==> config.mk <==
export PLATFORM = sky130hd
export DESIGN_NAME = sorted_priority_queue_top
export DESIGN_NICKNAME = d
export VERILOG_FILES = /design/src/spq_pkg.sv /design/src/spq_cell.sv /design/src/sorted_priority_queue_top.sv
export SDC_FILE = /design/constraint.sdc
export NUM_CORES = 2
export LEC_CHECK = 0
export BUFFER_PORTS_ARGS = -buffer_cell sky130_fd_sc_hd__buf_2
export CORE_ASPECT_RATIO = 1.25
export CORE_UTILIZATION = 55
export DETAILED_ROUTE_END_ITERATION = 7
export PLACE_DENSITY = 0.74
export SLEW_MARGIN = 10
export SYNTH_ARGS = -nofsm -noshare
export SYNTH_HDL_FRONTEND = slang
export SYNTH_HIERARCHICAL = 1
export SYNTH_SLANG_ARGS = --single-unit
==> constraint.sdc <==
create_clock -name clk -period 7.49 [get_ports clk]
set_input_delay 0.3745 -clock clk [delete_from_list [all_inputs] [get_ports clk]]
set_output_delay 0.3745 -clock clk [all_outputs]
set_load 0.03 [all_outputs]
==> src/spq_pkg.sv <==
// ----------------------------------------------------------------------------
// spq_pkg - shared types and constants for the sorted priority queue
// Field widths, command and status codes, and the per-cell control word.
// ----------------------------------------------------------------------------
package spq_pkg;

  localparam int KEY_W         = 16;
  localparam int ID_W          = 30;
  localparam int OCC_W         = 5;
  localparam int DEFAULT_DEPTH = 16;

  localparam logic CMD_PUSH = 1'b0;
  localparam logic CMD_POP  = 1'b1;

  typedef enum logic [1:0] {
    ST_OK    = 2'd0,
    ST_EMPTY = 2'd1,
    ST_FULL  = 2'd2
  } status_t;

  // Broadcast to every cell in the chain each cycle.
  typedef struct packed {
    logic             push;    // insert accepted this cycle
    logic             pop;     // head removal accepted this cycle
    logic [KEY_W-1:0] key;     // key of the new entry
    logic [ID_W-1:0]  id;      // id of the new entry
  } cell_ctrl_t;

endpackage

==> src/spq_cell.sv <==
// ----------------------------------------------------------------------------
// spq_cell - one slot of the shift-register priority queue
// Holds one entry; on push it keeps, loads the new entry or takes its left
// neighbor; on pop it takes its right neighbor.
// ----------------------------------------------------------------------------
module spq_cell (
  input  logic                       clk,
  input  spq_pkg::cell_ctrl_t        ctrl,
  input  logic                       occ,        // slot holds a live entry
  input  logic                       left_ge,    // left slot keeps its entry
  input  logic [spq_pkg::KEY_W-1:0]  left_key,
  input  logic [spq_pkg::ID_W-1:0]   left_id,
  input  logic [spq_pkg::KEY_W-1:0]  right_key,
  input  logic [spq_pkg::ID_W-1:0]   right_id,
  output logic                       ge,
  output logic [spq_pkg::KEY_W-1:0]  key,
  output logic [spq_pkg::ID_W-1:0]   id
);

  logic [spq_pkg::KEY_W-1:0] key_next;
  logic [spq_pkg::ID_W-1:0]  id_next;

  // Sorted order makes ge a prefix of the chain; equal keys stay ahead.
  assign ge = occ && (key >= ctrl.key);

  always_comb begin
    key_next = key;
    id_next  = id;
    if (ctrl.pop) begin
      key_next = right_key;
      id_next  = right_id;
    end else if (ctrl.push && !ge) begin
      if (left_ge) begin
        key_next = ctrl.key;
        id_next  = ctrl.id;
      end else begin
        key_next = left_key;
        id_next  = left_id;
      end
    end
  end

  always_ff @(posedge clk) begin
    key <= key_next;
    id  <= id_next;
  end

endmodule

==> src/sorted_priority_queue_top.sv <==
// ----------------------------------------------------------------------------
// sorted_priority_queue_top - bounded priority queue in descending key order
// A row of cells shifts right to open a slot on push and shifts left on pop.
// ----------------------------------------------------------------------------
//
//  channel | dir | tdata                          | tuser
//  --------+-----+--------------------------------+---------------------------
//  s_*     | in  | priority_key, item_id          | command (0 push, 1 pop)
//  m_*     | out | popped_key, popped_id, occupancy | status, popped_valid
//
// One word in, one word out. Every cell compares its key to the incoming
// key in the same cycle, so a command is taken every clock while the output
// register can take its result, by the compare-and-shift of the cell row.
// The result sits in an output register; a new word is accepted whenever
// that register is empty or is being read in the same cycle.
// rst clears the entry count and the output valid; cell contents are not
// reset and only slots below the count are ever read.
//
module sorted_priority_queue_top #(
  parameter int QUEUE_DEPTH = spq_pkg::DEFAULT_DEPTH
) (
  input  logic        clk,
  input  logic        rst,
  input  logic        s_tvalid,
  output logic        s_tready,
  input  logic [47:0] s_tdata,   // [15:0] priority_key, [45:16] item_id, rest 0
  input  logic        s_tuser,   // [0] command
  output logic        m_tvalid,
  input  logic        m_tready,
  output logic [55:0] m_tdata,   // [15:0] popped_key, [45:16] popped_id,
                                 // [50:46] occupancy, rest 0
  output logic [2:0]  m_tuser    // [1:0] status, [2] popped_valid
);

  localparam int KW    = spq_pkg::KEY_W;
  localparam int IW    = spq_pkg::ID_W;
  localparam int CNT_W = $clog2(QUEUE_DEPTH + 1);

  // Entry count and output register.
  logic [CNT_W-1:0]     count;
  logic [CNT_W-1:0]     count_next;
  logic                 out_valid;
  spq_pkg::status_t     out_status;
  logic                 out_pvalid;
  logic [KW-1:0]        out_key;
  logic [IW-1:0]        out_id;
  logic [spq_pkg::OCC_W-1:0] out_occ;

  logic                 accept;
  logic                 is_pop;
  logic                 empty;
  logic                 full;
  spq_pkg::cell_ctrl_t  ctrl;

  logic [KW-1:0]        cell_key [QUEUE_DEPTH];
  logic [IW-1:0]        cell_id  [QUEUE_DEPTH];
  logic [QUEUE_DEPTH-1:0] cell_ge;
  logic [QUEUE_DEPTH-1:0] cell_occ;

  assign s_tready = !out_valid || m_tready;
  assign accept   = s_tvalid && s_tready;
  assign is_pop   = (s_tuser == spq_pkg::CMD_POP);
  assign empty    = (count == '0);
  assign full     = (count == CNT_W'(QUEUE_DEPTH));

  // Shift only for commands that change the queue.
  assign ctrl.push = accept && !is_pop && !full;
  assign ctrl.pop  = accept && is_pop && !empty;
  assign ctrl.key  = s_tdata[KW-1:0];
  assign ctrl.id   = s_tdata[KW+IW-1:KW];

  // Cell row: slot 0 holds the highest key.
  for (genvar i = 0; i < QUEUE_DEPTH; i++) begin : g_cell
    logic          l_ge;
    logic [KW-1:0] l_key;
    logic [IW-1:0] l_id;
    logic [KW-1:0] r_key;
    logic [IW-1:0] r_id;

    assign cell_occ[i] = (CNT_W'(i) < count);

    if (i == 0) begin : g_head
      assign l_ge  = 1'b1;
      assign l_key = ctrl.key;
      assign l_id  = ctrl.id;
    end else begin : g_body
      assign l_ge  = cell_ge[i-1];
      assign l_key = cell_key[i-1];
      assign l_id  = cell_id[i-1];
    end

    if (i == QUEUE_DEPTH - 1) begin : g_tail
      assign r_key = cell_key[i];
      assign r_id  = cell_id[i];
    end else begin : g_mid
      assign r_key = cell_key[i+1];
      assign r_id  = cell_id[i+1];
    end

    spq_cell u_cell (
      .clk       (clk),
      .ctrl      (ctrl),
      .occ       (cell_occ[i]),
      .left_ge   (l_ge),
      .left_key  (l_key),
      .left_id   (l_id),
      .right_key (r_key),
      .right_id  (r_id),
      .ge        (cell_ge[i]),
      .key       (cell_key[i]),
      .id        (cell_id[i])
    );
  end

  always_comb begin
    count_next = count;
    if (ctrl.push) begin
      count_next = count + CNT_W'(1);
    end else if (ctrl.pop) begin
      count_next = count - CNT_W'(1);
    end
  end

  always_ff @(posedge clk) begin
    if (rst) begin
      count     <= '0;
      out_valid <= 1'b0;
    end else begin
      count <= count_next;
      if (accept) begin
        out_valid <= 1'b1;
      end else if (m_tready) begin
        out_valid <= 1'b0;
      end
    end
  end

  // Result word; payload needs no reset.
  always_ff @(posedge clk) begin
    if (accept) begin
      out_occ <= spq_pkg::OCC_W'(count_next);
      if (is_pop) begin
        out_status <= empty ? spq_pkg::ST_EMPTY : spq_pkg::ST_OK;
        out_pvalid <= !empty;
        out_key    <= empty ? '0 : cell_key[0];
        out_id     <= empty ? '0 : cell_id[0];
      end else begin
        out_status <= full ? spq_pkg::ST_FULL : spq_pkg::ST_OK;
        out_pvalid <= 1'b0;
        out_key    <= '0;
        out_id     <= '0;
      end
    end
  end

  assign m_tvalid = out_valid;
  assign m_tdata  = {5'b0, out_occ, out_id, out_key};
  assign m_tuser  = {out_pvalid, out_status};

endmodule
Yosys cells after proc, flatten, opt, wreduce, memory -nomap -nowiden
Index checks and enable logic that the tools add are counted.
Storage, ports and cells
  register bits: 796
  word-level logic and storage cells: 250
  output and inout port bits: 61
Operators by class
  bitwise logic cells: 2
  add/sub/neg operators: 2
  equality and inequality tests: 1
  mux-type cells: 97
  reduce and logical (&&, ||, !) cells: 77
  order comparisons: 32
Operator list (number)
  two-way mux 30 bit: 45
  two-way mux 16 bit: 45
  greater-or-equal comparator 16 bit: 16
  less-than comparator 4 x 5 -> 1 bit, first input constant: 8
  logical AND 1 bit: 37
  nonzero test 2 bit: 16
  zero test 1 bit: 20
  less-than comparator 3 x 5 -> 1 bit, first input constant: 4
  less-than comparator 1 x 5 -> 1 bit, first input constant: 2
  less-than comparator 2 x 5 -> 1 bit, first input constant: 2
  two-way mux 5 bit: 2
  adder 5 x 1 -> 5 bit, second input constant: 1
  == test 5 bit, second input constant: 1
  zero test 5 bit: 1
  subtractor 5 x 1 -> 5 bit, second input constant: 1
  two-way mux 2 bit: 2
  two-way mux 1 bit: 3
  NOT 1 bit: 2
  AND reduction 2 bit: 1
  OR reduction 2 bit: 1
  logical OR 1 bit: 1

Longest topological paths before layout
  depth after elaboration: 8
  mapped depth: 11
  gate-level depth less buffers: 9

Modules after synthesis
Netlist, hierarchy kept.
By module, submodules not included
  spq_cell at g_cell[0].u_cell ...: seq. area each 1381.3 um^2, times used 12, area each 2740.1 um^2, cells an instance 259
  spq_cell at g_cell[6].u_cell ...: seq. area each 1381.3 um^2, times used 4, area each 2772.7 um^2, cells an instance 260
  sorted_priority_queue_top: seq. area each 1741.7 um^2, times used 1, area each 2672.6 um^2, cells an instance 209

Worst setup path before layout
Ideal clock, no wire load.
  path type: reg2reg
  start: reg out_valid (netlist: m_tvalid)
  end: reg g_cell[10].u_cell/id[0] in the netlist's numbering, enable pin
  required time: 7.013 ns
  period minus slack after synthesis: 6.729 ns
  path buffers: 1
  stages on the path, launching flop included: 9
  setup slack: 0.761 ns
  arrival: 6.252 ns
  setup time: 0.477 ns
  path through: dfxtp_1 -> and2b_1 -> inv_1 -> nand2_1 -> inv_1 -> and2_1 -> clkbuf_8 -> nor2_1 -> a31oi_1
RTL lines
  from (decl): RTL line sorted_priority_queue_top.sv:42  | logic out_valid;
  from (signal assigned): RTL line sorted_priority_queue_top.sv:127  | out_valid <= 1'b0;
  from (signal assigned): RTL line sorted_priority_queue_top.sv:131  | out_valid <= 1'b1;
  from (signal assigned): RTL line sorted_priority_queue_top.sv:133  | out_valid <= 1'b0;
  to (signal assigned): RTL line spq_cell.sv:45  | id <= id_next;
  to (decl): RTL line spq_cell.sv:17  | output logic [spq_pkg::ID_W-1:0] id

==> flow_summary.ini <==
[cts]
max-clock-path-buffers = 3
clk_pin_slew_ns = 0.06
root_buffer = clkbuf_16
cts.htree.levels = 3
cts_buffers = 85
cts_tree = built
clk-insertion-delay-late_ns = 0.65
cts_resized = 0
clkSinkCount = 796

[cells_and_area]
final_cell_mix = 790 x edfxtp_1, 786 x nand2_1, 736 x mux2i_1
layout-drive-gt1-share_pct = 7.63
final_cells = 5509
multi_input_area_sq_um = 20700
nFillCells = 6863
final_common_cell = edfxtp_1
fin_area_sq_um = 50700
ff_latch_area_sq_um = 23800
area_delta_synth_final_pct = 8.70
fin_nets = 4666

[setup_path]
crit_chain = inv_1 -> ha_1 -> or3b_1 -> o21a_1 -> buf_4 -> and2_4 -> buf_12 -> buf_12 -> o21ai_0
critPathMaxFanout = 265
worstSetupPathType = reg2reg
slowest_stage = buf_12
endpoint_kind = register
worstPathRequired_ns = 7.84
cp_slowest_stage_delay_ns = 0.71
cp-start-kind = register
startpoint = count[0]
timing.rr.start = count[0]
worstPathArrival_ns = 5.07
worst-path-buf-inv = 4
crit_top_cell = buf_12
critical-path-top-delay-family = buffers and inverters
rrSetupSlack_ns = 2.77

[yosys]
syn_inst = 4356
syn_avg_cell_area_sq_um = 10.7
syn-cell-area_sq_um = 46600
synth_warnings = 6

[sta]
worstMarginPinSlew_ns = 1.09
tns_ns = 0
setup_slack_ns = 2.77
slew_viol_final = 0
fin_skew_ns = 0.0184
setup_viol_count_final = 0
max_freq_ghz = 0.212
period_share_pct = 63.1
period_needed_ns = 4.73
relSlewSlack_pct = 27.2
timing_hold_violations_final = 0
rsz0062_at_grt = false

[global_routing]
antenna_found_initial = 4
grt_start_max_net_pins = 266
grt_pass1_vias = 33600
grt-ovfl-total = 0
track_usage_pct = 25.4
grt_pass1_wl_um = 176000

[pwr]
total_power_mw = 14.3
ir_drop_uv = 326
p_per_area_nw_per_um2 = 283
p_leak_nw = 17.5

[placement]
dp_slack_ns = 2.87
dp.cells = 5354
io_buffers = 106
place_congestion = 0.832
hpwl_um = 72100
postPlaceCellArea_sq_um = 48100

[worst_hold_path]
min_from = s_tvalid
hold_path.class = in2reg

[run]
drv_cap = 0

[drt]
drc = 0
drtIter0Drc = 2446
drt_pass1_iterations = 6
vias = 32800
postRouteAntennaNets = 0
wl_um = 110000
routed_via_density = 5.95
wire_per_inst_um = 20.0

[floorplanning]
rows = 119
io_pins = 114
initial_utilization_pct = 55.4
die_x_um = 262
core_area_sq_um = 84100
dieHeight_um = 328
die_area_sq_um = 86000

[outcome]
status = finished clean
==> worst register-to-register path: stages, from the launching register on <==
cell     delay (ns)
dfxtp_1        0.61
inv_1          0.18
ha_1           0.31
or3b_1         0.21
o21a_1         0.11
buf_4          0.37
and2_4         0.62
buf_12         0.55
buf_12         1.06
o21ai_0        0.42
==> final cells by class <==
| cell class | instances | area share (%) |
|---|---|---|
| antenna | 2 | 0.00987 |
| clock buffer | 106 | 4.35 |
| clock inverter | 46 | 0.805 |
| inverter | 308 | 2.28 |
| multi-input combinational | 2998 | 40.8 |
| sequential | 796 | 47.0 |
| tap | 1089 | 2.69 |
| timing repair buffer | 164 | 2.03 |
==> state kept, by name, summed over array words and instances (netlist names) <==
name               cells
out_status             2
m_tvalid               1
count                  5
out_occ                5
out_key               16
out_id                30
g_cell.u_cell/id     480
out_pvalid             1
g_cell.u_cell/key    256
==> power by group <==
part	total (mW)	internal, mW	switching (mW)	leakage (nW)
clock	4.09	2.27	1.82	1.28
sequential	6.88	6.26	0.615	7.58
combinational	3.36	1.26	2.09	8.68
total	14.3	9.80	4.53	17.5
==> stage by stage <==
step                hold slack [ns]  util (%)
detailed placement            0.540      57.1
global route                 0.0361      60.3
global placement              0.537      57.1
CTS                         0.00346      60.3
finish                       0.0413      60.3
floorplan                     0.444         -
==> layer usage <==
layer  routed length (um)  GRT usage (%)
met5                   35              0
met4                 2680           8.70
met3                 4460           2.95
met2                58600           47.1
met1                44400           30.3
==> worst paths after layout <==
path / end / cells after the start
hold / removal: m_tvalid / 3
hold reg to reg: g_cell[0].u_cell/id[2] / 2
setup reg to reg: g_cell[9].u_cell/id[7] / 9
setup / recovery: g_cell[9].u_cell/id[7] / 9
==> what timing repair did <==
action / in CTS / in global routing
setup endpoints to repair: 0 / 0
setup buffers: 0 / 0
hold endpoints to repair: 4 / 0
hold buffers: 1 / 0
(Power assumes the default switching activity.)
